`src/rtl/sacr_pkg.sv`:
```
// package: shared constants, types and helpers for the cache replacement block
package sacr_pkg;

  localparam int unsigned SetsDefault = 64;
  localparam int unsigned WaysDefault = 4;

  localparam int unsigned AddrW   = 64;
  localparam int unsigned TagW    = 64;
  localparam int unsigned StampW  = 64;
  localparam int unsigned CountW  = 32;
  localparam int unsigned TotalW  = 64;
  localparam int unsigned SetOutW = 6;
  localparam int unsigned WayOutW = 2;

  localparam int unsigned CfgIdxW  = 2;
  localparam int unsigned CfgDataW = 4;

  localparam logic [CfgIdxW-1:0] RegPolicy = 2'd0;
  localparam logic [CfgIdxW-1:0] RegOffset = 2'd1;
  localparam logic [CfgIdxW-1:0] RegIndex  = 2'd2;

  localparam logic [1:0] PolLru  = 2'd0;
  localparam logic [1:0] PolFifo = 2'd1;
  localparam logic [1:0] PolLfu  = 2'd2;

  // output word: hit, evicted, set_index, way, evicted_tag, then three totals
  localparam int unsigned OutBits = 1 + 1 + SetOutW + WayOutW + TagW + 3 * TotalW;
  localparam int unsigned OutW    = ((OutBits + 7) / 8) * 8;

  typedef struct packed {
    logic [1:0] policy;
    logic [3:0] line_shift;
    logic [2:0] set_bits;
  } cfg_t;

  // one line as stored in the line memory
  typedef struct packed {
    logic              valid;
    logic [TagW-1:0]   tag;
    logic [StampW-1:0] stamp;
    logic [CountW-1:0] count;
  } line_t;

endpackage

```
`src/rtl/sacr_ctrl.sv`:
```
// access sequencer: scans the ways of a set, picks a victim, writes back
module sacr_ctrl #(
  parameter int unsigned Sets = sacr_pkg::SetsDefault,
  parameter int unsigned Ways = sacr_pkg::WaysDefault
) (
  input  logic                            clk_i,
  input  logic                            rst_ni,
  input  sacr_pkg::cfg_t                  cfg_i,
  input  logic                            in_valid_i,
  output logic                            in_ready_o,
  input  logic [sacr_pkg::AddrW-1:0]      address_i,
  output logic                            out_valid_o,
  input  logic                            out_ready_i,
  output logic [sacr_pkg::OutW-1:0]       out_data_o,
  output logic [$clog2(Sets*Ways)-1:0]    rd_addr_o,
  input  sacr_pkg::line_t                 rd_data_i,
  output logic                            wr_en_o,
  output logic [$clog2(Sets*Ways)-1:0]    wr_addr_o,
  output sacr_pkg::line_t                 wr_data_o
);

  localparam int unsigned Lines = Sets * Ways;
  localparam int unsigned LAW   = (Lines > 1) ? $clog2(Lines) : 1;
  localparam int unsigned SetW  = (Sets > 1) ? $clog2(Sets) : 1;
  localparam int unsigned WayW  = (Ways > 1) ? $clog2(Ways) : 1;
  localparam int unsigned CntW  = $clog2(Ways + 1);
  localparam int unsigned SetLg = $clog2(Sets + 1) - 1;

  typedef enum logic [3:0] {
    StIdle  = 4'b0001,
    StScan  = 4'b0010,
    StWrite = 4'b0100,
    StOut   = 4'b1000
  } state_e;

  state_e state_q, state_d;
  logic [CntW-1:0] rd_cnt_q, rd_cnt_d;
  logic [CntW-1:0] ck_cnt_q, ck_cnt_d;
  logic [SetW-1:0] set_q, set_d;
  logic [sacr_pkg::TagW-1:0] tag_q, tag_d;
  logic hit_q, hit_d, inv_q, inv_d;
  logic [WayW-1:0] hway_q, hway_d, iway_q, iway_d, vway_q, vway_d;
  sacr_pkg::line_t hline_q, hline_d, vline_q, vline_d;
  logic [sacr_pkg::StampW-1:0] clk_q, clk_d;
  logic [sacr_pkg::TotalW-1:0] hits_q, hits_d, miss_q, miss_d, evs_q, evs_d;
  logic [sacr_pkg::OutW-1:0] out_q, out_d;
  logic out_valid_q, out_valid_d;

  logic [2:0] ib;
  logic [sacr_pkg::AddrW-1:0] shifted, set_mask;
  logic [4:0] tag_sh;
  logic cur_way_valid;
  logic [WayW-1:0] ck_way;
  logic better;
  sacr_pkg::line_t wline;
  logic [WayW-1:0] fway;
  logic ev;
  logic adv;

  assign ib = (32'(cfg_i.set_bits) > SetLg) ? 3'(SetLg) : cfg_i.set_bits;
  assign shifted  = address_i >> cfg_i.line_shift;
  assign set_mask = (64'd1 << ib) - 64'd1;
  assign tag_sh   = 5'(cfg_i.line_shift) + 5'(ib);
  assign ck_way   = WayW'(ck_cnt_q);
  assign cur_way_valid = rd_data_i.valid;

  // victim compare against current candidate
  always_comb begin
    better = 1'b0;
    if (cfg_i.policy == sacr_pkg::PolLru || cfg_i.policy == sacr_pkg::PolFifo) begin
      better = rd_data_i.stamp < vline_q.stamp;
    end else if (cfg_i.policy == sacr_pkg::PolLfu) begin
      better = (rd_data_i.count < vline_q.count) ||
               (rd_data_i.count == vline_q.count && rd_data_i.stamp < vline_q.stamp);
    end
  end

  assign ev   = !hit_q && !inv_q;
  assign fway = hit_q ? hway_q : (inv_q ? iway_q : vway_q);
  assign adv  = (cfg_i.policy == sacr_pkg::PolLru) || (cfg_i.policy == sacr_pkg::PolLfu) ||
                (cfg_i.policy == sacr_pkg::PolFifo && !hit_q);

  always_comb begin
    wline = hit_q ? hline_q : vline_q;
    if (!hit_q) begin
      wline.valid = 1'b1;
      wline.tag   = tag_q;
      wline.count = '0;
    end
    if (adv) begin
      wline.stamp = clk_q + 64'd1;
    end
    if (cfg_i.policy == sacr_pkg::PolLfu) begin
      if (!hit_q) begin
        wline.count = 32'd1;
      end else if (wline.count != '1) begin
        wline.count = wline.count + 32'd1;
      end
    end
  end

  always_comb begin
    state_d = state_q;
    rd_cnt_d = rd_cnt_q;
    ck_cnt_d = ck_cnt_q;
    set_d = set_q;
    tag_d = tag_q;
    hit_d = hit_q;
    inv_d = inv_q;
    hway_d = hway_q;
    iway_d = iway_q;
    vway_d = vway_q;
    hline_d = hline_q;
    vline_d = vline_q;
    clk_d = clk_q;
    hits_d = hits_q;
    miss_d = miss_q;
    evs_d = evs_q;
    out_d = out_q;
    out_valid_d = out_valid_q;
    wr_en_o = 1'b0;
    in_ready_o = 1'b0;
    if (out_valid_q && out_ready_i) begin
      out_valid_d = 1'b0;
    end
    unique case (state_q)
      StIdle: begin
        in_ready_o = 1'b1;
        if (in_valid_i) begin
          set_d = SetW'(shifted & set_mask);
          tag_d = address_i >> tag_sh;
          hit_d = 1'b0;
          inv_d = 1'b0;
          rd_cnt_d = CntW'(1);
          ck_cnt_d = '0;
          state_d = StScan;
        end
      end
      StScan: begin
        if (rd_cnt_q != CntW'(Ways)) begin
          rd_cnt_d = rd_cnt_q + CntW'(1);
        end
        if (!hit_q && cur_way_valid && rd_data_i.tag == tag_q) begin
          hit_d = 1'b1;
          hway_d = ck_way;
          hline_d = rd_data_i;
        end
        if (!inv_q && !cur_way_valid) begin
          inv_d = 1'b1;
          iway_d = ck_way;
          vline_d = rd_data_i;
        end else if (!inv_q && (ck_cnt_q == '0 || better)) begin
          vway_d = ck_way;
          vline_d = rd_data_i;
        end
        ck_cnt_d = ck_cnt_q + CntW'(1);
        if (ck_cnt_q == CntW'(Ways - 1)) begin
          state_d = StWrite;
        end
      end
      StWrite: begin
        if (!out_valid_q || out_ready_i) begin
          wr_en_o = 1'b1;
          if (adv) begin
            clk_d = clk_q + 64'd1;
          end
          if (hit_q) begin
            hits_d = hits_q + 64'd1;
          end else begin
            miss_d = miss_q + 64'd1;
          end
          if (ev) begin
            evs_d = evs_q + 64'd1;
          end
          out_d = '0;
          out_d[sacr_pkg::OutBits-1:0] = {
            (ev ? evs_q + 64'd1 : evs_q),
            (hit_q ? miss_q : miss_q + 64'd1),
            (hit_q ? hits_q + 64'd1 : hits_q),
            (ev ? vline_q.tag : 64'd0),
            2'(32'(fway)),
            6'(32'(set_q)),
            ev, hit_q};
          out_valid_d = 1'b1;
          state_d = StOut;
        end
      end
      StOut: begin
        state_d = StIdle;
      end
      default: state_d = StIdle;
    endcase
  end

  // way 0 is read in the accepting cycle, so the address follows the incoming set
  assign rd_addr_o = LAW'(32'(set_d) * Ways + 32'(rd_cnt_q == CntW'(Ways) ? '0 : rd_cnt_q));
  assign wr_addr_o = LAW'(32'(set_q) * Ways + 32'(fway));
  assign wr_data_o = wline;
  assign out_valid_o = out_valid_q;
  assign out_data_o = out_q;

  always_ff @(posedge clk_i or negedge rst_ni) begin
    if (!rst_ni) begin
      state_q <= StIdle;
      rd_cnt_q <= '0;
      ck_cnt_q <= '0;
      hit_q <= 1'b0;
      inv_q <= 1'b0;
      clk_q <= '0;
      hits_q <= '0;
      miss_q <= '0;
      evs_q <= '0;
      out_valid_q <= 1'b0;
    end else begin
      state_q <= state_d;
      rd_cnt_q <= rd_cnt_d;
      ck_cnt_q <= ck_cnt_d;
      hit_q <= hit_d;
      inv_q <= inv_d;
      clk_q <= clk_d;
      hits_q <= hits_d;
      miss_q <= miss_d;
      evs_q <= evs_d;
      out_valid_q <= out_valid_d;
    end
  end

  always_ff @(posedge clk_i) begin
    set_q <= set_d;
    tag_q <= tag_d;
    hway_q <= hway_d;
    iway_q <= iway_d;
    vway_q <= vway_d;
    hline_q <= hline_d;
    vline_q <= vline_d;
    out_q <= out_d;
  end

  // new result appears only from the write-back step
  assert property (@(posedge clk_i) disable iff (!rst_ni)
    $rose(out_valid_q) |-> $past(state_q) == StWrite)
    else $error("result without write-back");
  // a hit and an eviction never go together
  assert property (@(posedge clk_i) disable iff (!rst_ni)
    out_valid_q |-> !(out_q[0] && out_q[1]))
    else $error("hit flagged with eviction");
  // the memory is written once per access, in the write-back step
  assert property (@(posedge clk_i) disable iff (!rst_ni)
    wr_en_o |=> state_q == StOut)
    else $error("stray memory write");
  // totals grow by one per access; hit and miss totals move only in write-back
  assert property (@(posedge clk_i) disable iff (!rst_ni)
    state_q != StWrite |=> $stable(hits_q) && $stable(miss_q))
    else $error("totals moved outside write-back");

endmodule

```
`config.mk`:
```
export PLATFORM = sky130hd
export DESIGN_NAME = sacr_ctrl
export DESIGN_NICKNAME = d
export VERILOG_FILES = /design/src/rtl/sacr_pkg.sv /design/src/rtl/sacr_ctrl.sv
export SDC_FILE = /design/constraint.sdc
export NUM_CORES = 2
export LEC_CHECK = 0
export ABC_AREA = 1
export CAP_MARGIN = 15
export CORE_UTILIZATION = 35
export CTS_CLUSTER_DIAMETER = 60
export DETAILED_ROUTE_END_ITERATION = 10
export DONT_BUFFER_PORTS = 1
export GPL_TIMING_DRIVEN = 0
export PLACE_DENSITY = 0.61
export SYNTH_ARGS = -nofsm -noshare
export SYNTH_HDL_FRONTEND = slang
export SYNTH_SLANG_ARGS = --single-unit
```
`constraint.sdc`:
```
create_clock -name clk_i -period 17 [get_ports clk_i]
set_input_delay 4.25 -clock clk_i [delete_from_list [all_inputs] [get_ports clk_i]]
set_output_delay 4.25 -clock clk_i [all_outputs]
set_load 0.01 [all_outputs]
```
==> results.cfg <==
[status]
status = complete, no violations

[floorplan]
start_util = 0.353
core_area_mm2 = 0.142
ios = 690
die_height_um = 380
rows = 138
fp.dieArea_mm2 = 0.144
fp.dieW_um = 380

[timing]
finalMaxSlewViolations = 0
final_hold_viol_count = 0
rsz0062_at_grt = false
setup_viol = 0
period_needed_ns = 11.30
tightestPinTransition_ns = 1.22
fmax_ghz = 0.0885
setup_slack_ns = 5.70
fin_crit_sh = 0.665
max-slew-margin-rel = 0.178
final.setup_skew_ns = 0.0561

[drt]
routedWlPerCell_um = 24.4
drt_first_pass_iters = 5
drt_iter0_drc = 3850
route.detailed.drc = 0
ant_nets = 0
vias_per_cell = 5.24
routed_wirelength_um = 194000
num_vias = 41557

[critical_path]
cp.required_ns = 12.75
crit_fanout = 65
reg2regPathDepth = 16
crit_type = in -> out
cp.arrival_ns = 7.05
crit-reg2reg-launch = vline_q[23]
regToRegSetupSlack_ns = 12.69
cp-end-kind = output port
worstSetupStartpoint = out_ready_i
rr_endpoint = vline_q[37]
critPathLaunchType = input port

[flow_run]
cap_violations = 0

[power]
power.total_uw = 7160
power_leakage_uw = 0.0232
power.density_mw_per_mm2 = 126
ir_worst_vdd_mv = 0.0883

[min_path]
min_to = clk_q[63]
hold_path.startpoint = clk_q[63]
hold_path_class = reg -> reg
hold_depth = 2

[grt]
grtUsageMet3 = 0.0806
grt_use_met2 = 0.427
gr-usage-met1 = 0.328
grt_first_pass_wirelength_um = 278000
overflow = 0
busiest_layer = met2
grt_use_total = 0.263
grt_pass1_vias = 40252
antenna_found_initial = 14
grt_max_degree = 270

[synthesis]
synth_mux_area_frac = 0.00541
async_flop_share = 0.289
synth_xor_area_frac = 0.0458
yosys_register_bits = 932
synth_top_family_by_area = simple AND/OR/NAND/NOR gates
synthFlopType = edfxtp_1
postSynthAreaPerCell_um2 = 8.62
synth_edf_count = 657
synth_compound_area_frac = 0.0757
synth_cell_types = 61
synth_warnings = 0
syn_area_mm2 = 0.0499
synthAdderAreaFrac = 0.0280
synth_simple_gate_area_frac = 0.245
seq_area_frac_synth = 0.532
synth_cells = 5792

[placed_design]
place_congestion = 0.975
place_ws_ns = 5.61
io_buffers = 0
dp_hpwl_um = 155000

[cells_and_area]
nNetsFinal = 6285
drive_gt1_frac = 0.0588
syn_to_final_growth_pct = 13.8
fillerInstances = 14350

[clock_tree]
post-cts-setup-buffers = 0
clkTransAtPathRegs_ns = 0.06
cts_hold_buffers = 0
post_cts_resized = 0
root_buffer = clkbuf_16
cts_buffers = 115
clock_sinks = 932
cts_tree = built
clk_latency_ns = 0.77
htreeDepth = 3
clockBufferDepth = 3
per-layer routing:
layer / vias up / share of wire
met2: 1730 / 0.46
met1: 19983 / 0.41
met4: 6 / 0.041
li1: 19517 / -
met5: - / 0.00018
met3: 321 / 0.091
layout make-up:
class                   count  area (um^2)  area share
well taps                1890         2360      0.0416
multi-input cells        3985        20000       0.352
repair buffers             22          380     0.00670
flip-flops and latches    932        26600       0.468
plain buffers             202          857      0.0151
diodes                      6         15.0    0.000264
inverters                 678         2550      0.0448
clock inverters            84         1070      0.0188
clock buffers             136         3020      0.0531
worst max-delay path, cell delays in order:
cell	delay (ns)
nor2_1	0.05
nor2_2	0.42
clkbuf_1	0.75
clkbuf_4	0.83
buf_16	0.31
buf_16	0.31
sequential cells by signal (all words and copies together) (netlist names), 6 cells and up:
signal / count
clk_q: 64
evs_q: 64
hits_q: 64
hline_q: 161
miss_q: 64
out_data_o: 266
set_q: 6
tag_q: 64
vline_q: 160
Yosys cell counts, types with 17 or more instances:
| cell | instances | area [um^2] |
|---|---|---|
| mux2i_1 | 27 | 270 |
| nand3b_1 | 18 | 135 |
| xor2_1 | 224 | 1960 |
| a31oi_1 | 49 | 307 |
| xnor2_1 | 35 | 307 |
| nor3_1 | 151 | 756 |
| edfxtp_1 | 657 | 19700 |
| a21oi_1 | 86 | 430 |
| buf_2 | 32 | 160 |
| or2_2 | 32 | 200 |
| nand3_1 | 316 | 1580 |
| o21ai_0 | 528 | 2640 |
| nand2_1 | 1614 | 6060 |
| nor4_1 | 37 | 231 |
| dfrtp_1 | 268 | 6710 |
| ha_1 | 110 | 1380 |
| nand4_1 | 120 | 751 |
| o21ai_1 | 17 | 85.1 |
| clkbuf_1 | 143 | 537 |
| inv_1 | 665 | 2500 |
| nor2_1 | 504 | 1890 |
how the worst max path moves through the flow:
| stage | end | slack (ns) | cells past startpoint |
|---|---|---|---|
| 5_1_grt | wr_en_o | 5.53 | 6 |
| 4_1_cts | wr_en_o | 5.60 | 6 |
| 3_5_place_dp | wr_en_o | 5.61 | 6 |
| 2_1_floorplan | wr_en_o | 0.58 | 4 |
| 3_3_place_gp | wr_en_o | -3.67 | 4 |
| 6_report | wr_en_o | 5.70 | 6 |
layout by cell type (no fill, tap or decap), types with 9 or more instances in the layout:
master      instances
clkinv_2           10
clkinv_1           17
clkbuf_16         116
o21ai_1            17
nand4_1           120
or2_2              32
mux2i_1            27
o21ai_0           528
inv_1             665
a21oi_1            86
nand3b_1           18
o211ai_1           13
nor3_2             10
inv_2               9
nand2_1          1613
clkbuf_1          157
edfxtp_1          657
nand3_1           316
clkinvlp_4         10
buf_4              18
dfrtp_1           268
inv_6               9
nor4_1             37
nor2_1            502
nor2_2             15
bufinv_16          15
buf_1              14
a31oi_1            49
buf_2              32
xor2_1            224
xnor2_1            35
clkinv_4           12
nor3_1            151
ha_1              110
cell families after synthesis:
kind of cell | count (synthesis)
AO/OA/AOI/OAI | 721
multiplexers | 27
flip-flops | 932
buffers and inverters | 880
XOR/XNOR | 260
adder cells (fa/ha/maj) | 111
AND/OR/NAND/NOR | 2860
other | 1
where the power goes:
group / switching, uW / internal (uW) / total (uW)
combinational: 1110 / 416 / 1530
clock: 1090 / 1530 / 2620
sequential: 200 / 2820 / 3020
total: 2400 / 4760 / 7160
metrics by stage:
step | utilization | instance area (um^2) | hold slack [ns] | TNS, ns | instances
detailed placement | 0.372 | 52700 | 0.492 | 0 | 7707
global route | 0.401 | 56800 | 0.550 | 0 | 7932
global placement | 0.369 | 52300 | 0.487 | -161.40 | 7687
finish | 0.401 | 56800 | 0.505 | 0 | 7935
CTS | 0.401 | 56800 | 0.506 | 0 | 7927
floorplan | - | 49900 | 0.469 | 0 | 5797
(Power assumes the default switching activity.)
