--- src/rtl/sacr_pkg.sv ---
// package: shared constants, types and helpers for the cache replacement block
package sacr_pkg;

  localparam int unsigned SetsDefault = 64;
  localparam int unsigned WaysDefault = 4;

  localparam int unsigned AddrW   = 64;
  localparam int unsigned TagW    = 64;
  localparam int unsigned StampW  = 64;
  localparam int unsigned CountW  = 32;
  localparam int unsigned TotalW  = 64;
  localparam int unsigned SetOutW = 6;
  localparam int unsigned WayOutW = 2;

  localparam int unsigned CfgIdxW  = 2;
  localparam int unsigned CfgDataW = 4;

  localparam logic [CfgIdxW-1:0] RegPolicy = 2'd0;
  localparam logic [CfgIdxW-1:0] RegOffset = 2'd1;
  localparam logic [CfgIdxW-1:0] RegIndex  = 2'd2;

  localparam logic [1:0] PolLru  = 2'd0;
  localparam logic [1:0] PolFifo = 2'd1;
  localparam logic [1:0] PolLfu  = 2'd2;

  // output word: hit, evicted, set_index, way, evicted_tag, then three totals
  localparam int unsigned OutBits = 1 + 1 + SetOutW + WayOutW + TagW + 3 * TotalW;
  localparam int unsigned OutW    = ((OutBits + 7) / 8) * 8;

  typedef struct packed {
    logic [1:0] policy;
    logic [3:0] line_shift;
    logic [2:0] set_bits;
  } cfg_t;

  // one line as stored in the line memory
  typedef struct packed {
    logic              valid;
    logic [TagW-1:0]   tag;
    logic [StampW-1:0] stamp;
    logic [CountW-1:0] count;
  } line_t;

endpackage

--- src/rtl/sacr_cfg.sv ---
// configuration register file
module sacr_cfg (
  input  logic                          clk_i,
  input  logic                          rst_ni,
  input  logic                          cfg_we_i,
  input  logic [sacr_pkg::CfgIdxW-1:0]  cfg_idx_i,
  input  logic [sacr_pkg::CfgDataW-1:0] cfg_data_i,
  output sacr_pkg::cfg_t                cfg_o
);

  sacr_pkg::cfg_t cfg_q, cfg_d;

  always_comb begin
    cfg_d = cfg_q;
    if (cfg_we_i) begin
      unique case (cfg_idx_i)
        sacr_pkg::RegPolicy: cfg_d.policy     = cfg_data_i[1:0];
        sacr_pkg::RegOffset: cfg_d.line_shift = cfg_data_i;
        sacr_pkg::RegIndex:  cfg_d.set_bits   = cfg_data_i[2:0];
        default: ;
      endcase
    end
  end

  always_ff @(posedge clk_i or negedge rst_ni) begin
    if (!rst_ni) begin
      cfg_q <= '{policy: sacr_pkg::PolLru, line_shift: 4'd6, set_bits: 3'd6};
    end else begin
      cfg_q <= cfg_d;
    end
  end

  assign cfg_o = cfg_q;

endmodule

--- config.mk ---
export PLATFORM = sky130hd
export DESIGN_NAME = sacr_cfg
export DESIGN_NICKNAME = d
export VERILOG_FILES = /design/src/rtl/sacr_pkg.sv /design/src/rtl/sacr_cfg.sv
export SDC_FILE = /design/constraint.sdc
export NUM_CORES = 1
export LEC_CHECK = 0
export BUFFER_PORTS_ARGS = -buffer_cell sky130_fd_sc_hd__buf_2
export CAP_MARGIN = 15
export CORE_AREA = 2 2 39 41
export DETAILED_ROUTE_END_ITERATION = 12
export DIE_AREA = 0 0 41 43
export PLACE_DENSITY = 0.51
export SLEW_MARGIN = 20
export SYNTH_ARGS = -nofsm -noshare
export SYNTH_HDL_FRONTEND = slang
export SYNTH_SLANG_ARGS = --single-unit
--- constraint.sdc ---
create_clock -name clk_i -period 0.8 [get_ports clk_i]
set_clock_uncertainty 0.05 [all_clocks]
set_input_delay 0.12 -clock clk_i [delete_from_list [all_inputs] [get_ports clk_i]]
set_output_delay 0.12 -clock clk_i [all_outputs]
set_load 0.02 [all_outputs]
==> results of run 1 <==
-- timing repair --
action,4_1_cts,5_1_grt
resized for setup,21,2
hold buffers,1,0
setup endpoints to repair,14,16
setup buffers,5,1
endpoints found under the hold margin,9,0
-- final cells by class --
cell class | instances | area [sq um]
multi-input combinational | 12 | 151
clock buffer | 4 | 26.3
tap | 16 | 20.0
timing repair buffer | 23 | 204
fill | 138 | 746
sequential | 9 | 236
-- worst max-delay path by stage --
stage,depth (start not counted),to,slack [ns]
after floorplan,1,cfg_o[7],-0.06
after global placement,3,cfg_o[6],-0.26
after detailed placement,3,cfg_o[6],-0.27
after CTS,1,cfg_o[2],-0.29
after global routing,1,cfg_o[2],-0.31
final,1,cfg_o[1],-0.28
-- through the flow --
step / instances / setup TNS, ns / cell area (sq um)
final: 64 / -2.50 / 638
after floorplan: 21 / -0.415 / 384
after CTS: 64 / -2.60 / 631
after global routing: 64 / -2.94 / 638
after global placement: 54 / -1.95 / 489
after detailed placement: 54 / -2.07 / 489
-- where the power goes --
part	total (W)	switching [W]	leakage (nW)	internal [W]
Clock	0.000339	0.000148	0.0150	0.000192
Combinational	0.000570	0.000210	0.191	0.000360
Sequential	0.000647	0.0000670	0.0960	0.000580
-- cell families after synthesis --
kind of cell,Yosys count
mux,9
flops,9
simple gates,3
-- layer usage --
| metal | global-route usage | vias up | share of wire |
|---|---|---|---|
| met2 | 0.166 | 11 | 0.49 |
| met5 | 0 | - | 0 |
| met3 | 0.0628 | 2 | 0.066 |
| met4 | 0.0600 | 0 | 0.0076 |
| li1 | - | 131 | - |
| met1 | 0.123 | 145 | 0.44 |
-- placed cells by master (no fill, tap or decap) --
cell type,n
dlygate4sd3_1,1
mux2_2,3
dfstp_2,4
buf_2,8
nor3b_2,1
clkbuf_4,3
mux2_4,6
dfrtp_2,5
nand3b_1,2
buf_6,13
clkbuf_1,1
buf_4,1
==> impl_metrics.json, run 1 <==
{
  "ys_async_sr_fraction": 1.00,
  "ys_warn_count": 0,
  "setup_ws_ns": -0.283,
  "p_leak_nw": 0.302,
  "grt_max_degree": 10,
  "io_pins": 18,
  "drive_gt1_frac": 0.917,
  "hold_end": "cfg_o[6]",
  "n_antenna_cell": 0,
  "rows": 14,
  "viasPerCell": 4.52,
  "yosysTopAreaCell": "dfrtp_1",
  "numCtsBuffers": 3,
  "synth_most_common_cell": "mux2_2",
  "cts.path.max_buffers": 2,
  "slew_headroom": 0.821,
  "grt_antenna_before_repair": 0,
  "r2r_end": "cfg_o[6]",
  "synthSimpleGateAreaFrac": 0.0636,
  "wl_per_cell_um": 12.3,
  "hold_start": "cfg_data_i[3]",
  "area_delta_synth_final_pct": 80.2,
  "die_x_um": 41,
  "slowest_stage": "dfstp_2",
  "synth_edf_count": 0,
  "dominantRegCellSynth": "dfrtp_1",
  "fin_crit_ns": 1.08,
  "yosysSeqAreaShare": 0.650,
  "hold_viol": 0,
  "cp_cell_sequence": "buf_6",
  "final_nets": 58,
  "synth_area_sq_um": 354,
  "cts.sinks": 9,
  "grt_pass1_wl_um": 1240,
  "worstHoldPathCells": 2,
  "ys_types": 5,
  "critPathMaxFanout": 2,
  "num_vias": 289,
  "die_y_um": 43,
  "avgSynthCellArea_sq_um": 16.9,
  "start_util": 0.256,
  "hold_class": "input port to flip-flop",
  "place_congestion": 0.669,
  "portBuffers": 17,
  "drcViolationCount": 0,
  "synth_compound_area_frac": 0,
  "fmax_mhz": 923,
  "crit_start": "cfg_o[1]",
  "grt_use_total": 0.113,
  "synth_xor_area_frac": 0,
  "finalSetupViolCount": 16,
  "max_stage_delay_ns": 0.55,
  "cts_max_level": 1,
  "path_clk_slew_ns": 0.06,
  "p_per_area_nw_per_um2": 2440,
  "grt-ovfl-total": 0,
  "yosys-top-cells-count": "9 x mux2_2, 5 x dfrtp_1, 4 x dfstp_2",
  "dp_worst_setup_slack_ns": -0.273,
  "synth_top_family_by_area": "multiplexers",
  "synthTopCellsByArea": "dfrtp_1 35%, dfstp_2 30%, mux2_2 29%",
  "hold-worst-slack_ns": 0.0492,
  "ys_ff_latch": 9,
  "cap_violations": 0,
  "cts_tree": "done",
  "violations": "setup timing",
  "critPathBufInv": 1,
  "synth_top_area_share": 0.353,
  "utilization": 0.461,
  "syn_inst": 21,
  "r2r_start": "cfg_o[6]",
  "synthAdderAreaFrac": 0,
  "dr.pass1.iters": 2,
  "worst_pin_slew_ns": 0.268,
  "r2r_cells": 2,
  "largest_register_ffs": 9,
  "drtAntennaViolNets": 0,
  "rsz0062_at_grt": "yes",
  "slew_violations": 0,
  "crit_type": "flip-flop to output port",
  "dieArea_sq_um": 1760,
  "cp.arrival_ns": 0.91,
  "endpoint_kind": "output port",
  "clk_latency_ns": 0.25,
  "finalCritPeriodShare": 1.35,
  "core_sq_um": 1380,
  "cts_root_buf": "clkbuf_4",
  "synth_mux_area_frac": 0.286,
  "drtIter0Drc": 3,
  "p_total_w": 0.00156,
  "r2r_slack_ns": -0.14,
  "status": "complete, but fails checks",
  "cp_top_family": "flip-flops",
  "synth_nets": 30,
  "grt_pass1_vias": 280,
  "ir_worst_vdd_v": 0.000981,
  "start_kind": "flip-flop",
  "wl_um": 788,
  "cp_data_required_time_ns": 0.63
}
No activity file was read; power rests on OpenSTA's default activity.
==> inputs of run 2 (changes only) <==
--- a/config.mk
+++ b/config.mk
@@ -8,6 +8,7 @@
 export BUFFER_PORTS_ARGS = -buffer_cell sky130_fd_sc_hd__buf_2
 export CAP_MARGIN = 15
 export CORE_AREA = 2 2 39 41
+export CTS_BUF_LIST = sky130_fd_sc_hd__clkbuf_8
 export DETAILED_ROUTE_END_ITERATION = 12
 export DIE_AREA = 0 0 41 43
 export PLACE_DENSITY = 0.51
==> run 2 against run 1 <==
The run still ends with setup timing left. Die area unchanged. Largest power group unchanged. Design area down 2.4%. Flip-flop and latch count unchanged. Highest routed layer is now met3. Sequential share of layout area up 0.89 points.
==> impl_metrics.json, run 2 (synthesis results as in run 1) <==
{
  "dr.pass1.iters": 2,
  "pwr-share-comb": 0.307,
  "cts.path.max_buffers": 2,
  "numCtsBuffers": 3,
  "finalSetupViolCount": 16,
  "place_congestion": 0.669,
  "area_delta_synth_final_pct": 76.0,
  "core_sq_um": 1380,
  "fin_crit_ns": 1.06,
  "fmax_mhz": 946,
  "setup_ws_ns": -0.257,
  "largest_register_ffs": 9,
  "drive_gt1_frac": 0.911,
  "start_kind": "flip-flop",
  "p_switching_w": 0.000435,
  "ir_worst_vdd_v": 0.00119,
  "cp_top_family": "flip-flops",
  "cap_violations": 0,
  "final_cell_mix": "10 x buf_6, 8 x buf_2, 6 x mux2_4, 5 x dfrtp_2, 4 x dfstp_2",
  "worst_pin_slew_ns": 0.267,
  "slew_headroom": 0.821,
  "final.fill_count": 140,
  "rows": 14,
  "p_leak_nw": 0.296,
  "grt_antenna_before_repair": 0,
  "start_util": 0.256,
  "dieArea_sq_um": 1760,
  "cp.arrival_ns": 0.89,
  "violations": "setup timing",
  "finalCritPeriodShare": 1.32,
  "status": "complete, but fails checks",
  "n_antenna_cell": 0,
  "grt-ovfl-total": 0,
  "cp_cell_sequence": "buf_6",
  "path_clk_slew_ns": 0.04,
  "io_pins": 18,
  "cts_root_buf": "clkbuf_8",
  "p_total_w": 0.00166,
  "crit_type": "flip-flop to output port",
  "cp_data_required_time_ns": 0.63,
  "portBuffers": 17,
  "die_y_um": 43,
  "pwr-share-seq": 0.389,
  "endpoint_kind": "output port",
  "wl_um": 766,
  "final_common_cell": "buf_6",
  "max_stage_delay_ns": 0.54,
  "grt_pass1_vias": 257,
  "drtAntennaViolNets": 0,
  "final_nets": 55,
  "cts_tree": "done",
  "grt_max_degree": 10,
  "drcViolationCount": 0,
  "hold_class": "input port to flip-flop",
  "grt_pass1_wl_um": 1190,
  "clk_latency_ns": 0.23,
  "power_frac_clock": 0.303,
  "rsz0062_at_grt": "yes",
  "fin_cells": 61,
  "critPathBufInv": 1,
  "dp_cells": 54,
  "cts_max_level": 1,
  "p_per_area_nw_per_um2": 2660,
  "grt_use_total": 0.112,
  "viasPerCell": 4.49,
  "swShare": 0.262,
  "hold_viol": 0,
  "die_x_um": 41,
  "slowest_stage": "dfstp_2",
  "drtIter0Drc": 8,
  "critPathMaxFanout": 2,
  "num_vias": 274,
  "wl_per_cell_um": 12.6,
  "slew_violations": 0,
  "p_int_w": 0.00122,
  "cts.sinks": 9
}
==> run 2: cell count changes in the layout (fill, tap and decap cells not counted), sizes merged <==
| cell | delta |
|---|---|
| clkbuf | -1 |
| inv | +1 |
| buf | -3 |
==> run 2: stage by stage <==
step	hold slack, ns	utilization	TNS (ns)	worst slack, ns	area [sq um]
2_1_floorplan	-0.226	-	-0.415	-0.0633	384
3_3_place_gp	-0.0716	0.354	-1.95	-0.264	489
3_5_place_dp	-0.0682	0.354	-2.07	-0.273	489
4_1_cts	0.0736	0.445	-1.96	-0.258	616
5_1_grt	0.0701	0.450	-2.23	-0.276	623
6_report	0.0767	0.450	-1.88	-0.257	623
==> run 2: area by class of cell <==
type	count	area, sq um	share of cell area
Clock buffer	3	41.3	0.0663
Sequential cell	9	236	0.380
Tap cell	16	20.0	0.0321
Multi-Input combinational cell	12	151	0.243
Clock inverter	1	3.75	0.00602
Timing Repair Buffer	20	170	0.273
==> run 2: per-layer routing <==
metal | global-route usage | wire, um | vias to the layer above
met5 | 0 | 0 | -
met4 | 0.0600 | 0 | 0
met3 | 0.0785 | 53 | 0
met2 | 0.153 | 370 | 11
met1 | 0.123 | 342 | 136
li1 | - | - | 127
==> run 2: what timing repair did <==
| action | in CTS | in global routing |
|---|---|---|
| endpoints found under the setup margin | 14 | 16 |
| endpoints found under the hold margin | 9 | 0 |
| resized for setup | 18 | 2 |
| buffers inserted | 2 | 1 |
| hold buffers | 1 | 0 |
==> run 2: worst paths after layout <==
| check | cells after the start | from | slack [ns] | end |
|---|---|---|---|---|
| max | 1 | cfg_o[1] | -0.26 | cfg_o[1] |
| min | 2 | cfg_data_i[3] | 0.08 | cfg_o[6] |
| max reg2reg | 2 | cfg_o[1] | -0.07 | cfg_o[1] |
| min reg2reg | 1 | cfg_o[7] | 0.47 | cfg_o[7] |
| max in group asynchronous | 2 | rst_ni | 0.23 | cfg_o[2] |
| min in group asynchronous | 2 | rst_ni | 0.22 | cfg_o[8] |
==> run 2: power groups by stage <==
stage               Sequential [W]  Clock (W)  Combinational [W]
floorplan                 0.000742          0           0.000119
global placement          0.000625          0           0.000367
detailed placement        0.000632          0           0.000369
CTS                       0.000645   0.000524           0.000504
global route              0.000656   0.000557           0.000545
finish                    0.000646   0.000504           0.000510
==> inputs of run 3 (changes only) <==
==> constraint.sdc (replaced) <==
create_clock -name clk_i -period 0.95 [get_ports clk_i]
set_clock_uncertainty 0.05 [all_clocks]
set_input_delay 0.1425 -clock clk_i [delete_from_list [all_inputs] [get_ports clk_i]]
set_output_delay 0.1425 -clock clk_i [all_outputs]
set_load 0.02 [all_outputs]
==> run 3 against run 2 <==
The run still ends with setup timing left. Core utilization shrank 3.3 points. Sequential share of layout area rose by 1.9 points. Global-route usage down 1.4 points. Design area down 7.2%. Flip-flop and latch count did not move. Via count down 2.9%. Combinational power fell by 26%. First-iteration DRC count is 100% lower. Sequential power fell by 18%. Non-clock buffer count down 1. Die area unchanged. Total power shrank 20%. Critical endpoint is now cfg_o[2].
==> impl_metrics.json, run 3 (synthesis results as in run 1) <==
{
  "cts_root_buf": "clkbuf_8",
  "viasPerCell": 4.43,
  "num_vias": 266,
  "cp_top_family": "flip-flops",
  "clk_latency_ns": 0.23,
  "start_util": 0.256,
  "start_kind": "flip-flop",
  "cts.path.max_buffers": 2,
  "multi_input_area_sq_um": 124,
  "rsz0062_at_grt": "yes",
  "slowest_stage": "dfstp_2",
  "drtAntennaViolNets": 0,
  "wl_met1_um": 287,
  "dp_hpwl_um": 553,
  "cp_cell_sequence": "buf_6",
  "dieArea_sq_um": 1760,
  "final.fill_count": 135,
  "max_stage_delay_ns": 0.53,
  "grt_pass1_wl_um": 1080,
  "highest_layer": "met4",
  "dr.pass1.iters": 1,
  "rows": 14,
  "worst_pin_slew_ns": 0.314,
  "grt-ovfl-total": 0,
  "cp.arrival_ns": 0.88,
  "io_pins": 18,
  "path_clk_slew_ns": 0.04,
  "place_congestion": 0.635,
  "wl_um": 691,
  "grt_pass1_vias": 278,
  "endpoint_kind": "output port",
  "n_antenna_cell": 0,
  "p_leak_nw": 0.265,
  "grt_antenna_before_repair": 0,
  "p_per_area_nw_per_um2": 2310,
  "final_cell_mix": "9 x mux2_2, 9 x buf_6, 8 x buf_2, 5 x dfrtp_1, 4 x dfstp_2",
  "swShare": 0.266,
  "pwr-share-comb": 0.282,
  "status": "complete, but fails checks",
  "area_delta_synth_final_pct": 63.3,
  "wl_per_cell_um": 11.5,
  "core_sq_um": 1380,
  "slew_violations": 0,
  "dr_wl_met2_um": 350,
  "finalCritPeriodShare": 1.12,
  "hold-worst-slack_ns": 0.0977,
  "pwr-share-seq": 0.398,
  "utilization": 0.418,
  "final_nets": 54,
  "regArea_sq_um": 230,
  "critPathMaxFanout": 2,
  "largest_register_ffs": 9,
  "grt_max_degree": 10,
  "hold_viol": 0,
  "cts.sinks": 9,
  "finalSetupViolCount": 4,
  "drcViolationCount": 0,
  "numCtsBuffers": 3,
  "cts_max_level": 1,
  "grt_use_total": 0.0980,
  "ir_worst_vdd_v": 0.000850,
  "crit_type": "flip-flop to output port",
  "cts_tree": "done",
  "design_area_sq_um": 578,
  "cap_violations": 0,
  "drtIter0Drc": 0,
  "drive_gt1_frac": 0.773,
  "die_y_um": 43,
  "p_switching_w": 0.000355,
  "slew_headroom": 0.791,
  "critPathBufInv": 1,
  "die_x_um": 41,
  "fmax_mhz": 936,
  "p_int_w": 0.000980,
  "place_area_sq_um": 459,
  "fin_crit_ns": 1.07,
  "p_total_w": 0.00134,
  "setup_ws_ns": -0.118,
  "power_frac_clock": 0.320,
  "hold_class": "input port to flip-flop",
  "violations": "setup timing",
  "routed-wl-met3_um": 46,
  "cp_data_required_time_ns": 0.76,
  "portBuffers": 17
}
run 3: changes by cell type in the layout (fill, tap and decap cells not counted), sizes merged:
| cell | delta |
|---|---|
| buf | -1 |
run 3: layout make-up:
class | count | area share
Clock buffer | 3 | 0.0714
Multi-Input combinational cell | 12 | 0.214
Tap cell | 16 | 0.0346
Clock inverter | 1 | 0.00649
Timing Repair Buffer | 19 | 0.275
Sequential cell | 9 | 0.398
run 3: what timing repair did:
action,4_1_cts,5_1_grt
hold buffers,1,0
hold endpoints to repair,9,0
cloned,0,0
setup buffers,0,1
resized for setup,14,4
endpoints found under the setup margin,7,9
run 3: path summary, 6_finish.rpt:
kind	from	cells after the start	slack, ns	endpoint
max	cfg_o[2]	1	-0.12	cfg_o[2]
min	cfg_data_i[3]	2	0.1	cfg_o[6]
max reg2reg	cfg_o[6]	2	0.03	cfg_o[6]
min reg2reg	cfg_o[8]	1	0.47	cfg_o[8]
max in group asynchronous	rst_ni	2	0.36	cfg_o[2]
min in group asynchronous	rst_ni	2	0.24	cfg_o[8]
run 3: metrics by stage:
step | setup TNS [ns] | instances | setup WS, ns
floorplan | 0 | 21 | 0.0180
global placement | -0.483 | 54 | -0.130
detailed placement | -0.547 | 54 | -0.173
CTS | -0.500 | 59 | -0.126
global route | -0.572 | 60 | -0.133
finish | -0.452 | 60 | -0.118
run 3: metal layers:
layer,vias up,track usage
li1,125,-
met1,130,0.108
met2,9,0.134
met3,2,0.0314
met4,0,0.100
met5,-,0
run 3: power groups by stage:
stage,logic (W),registers [W],clock network (W)
floorplan,0.0000752,0.000614,0
global placement,0.000280,0.000513,0
detailed placement,0.000282,0.000519,0
CTS,0.000352,0.000529,0.000441
global route,0.000402,0.000539,0.000453
finish,0.000377,0.000532,0.000427
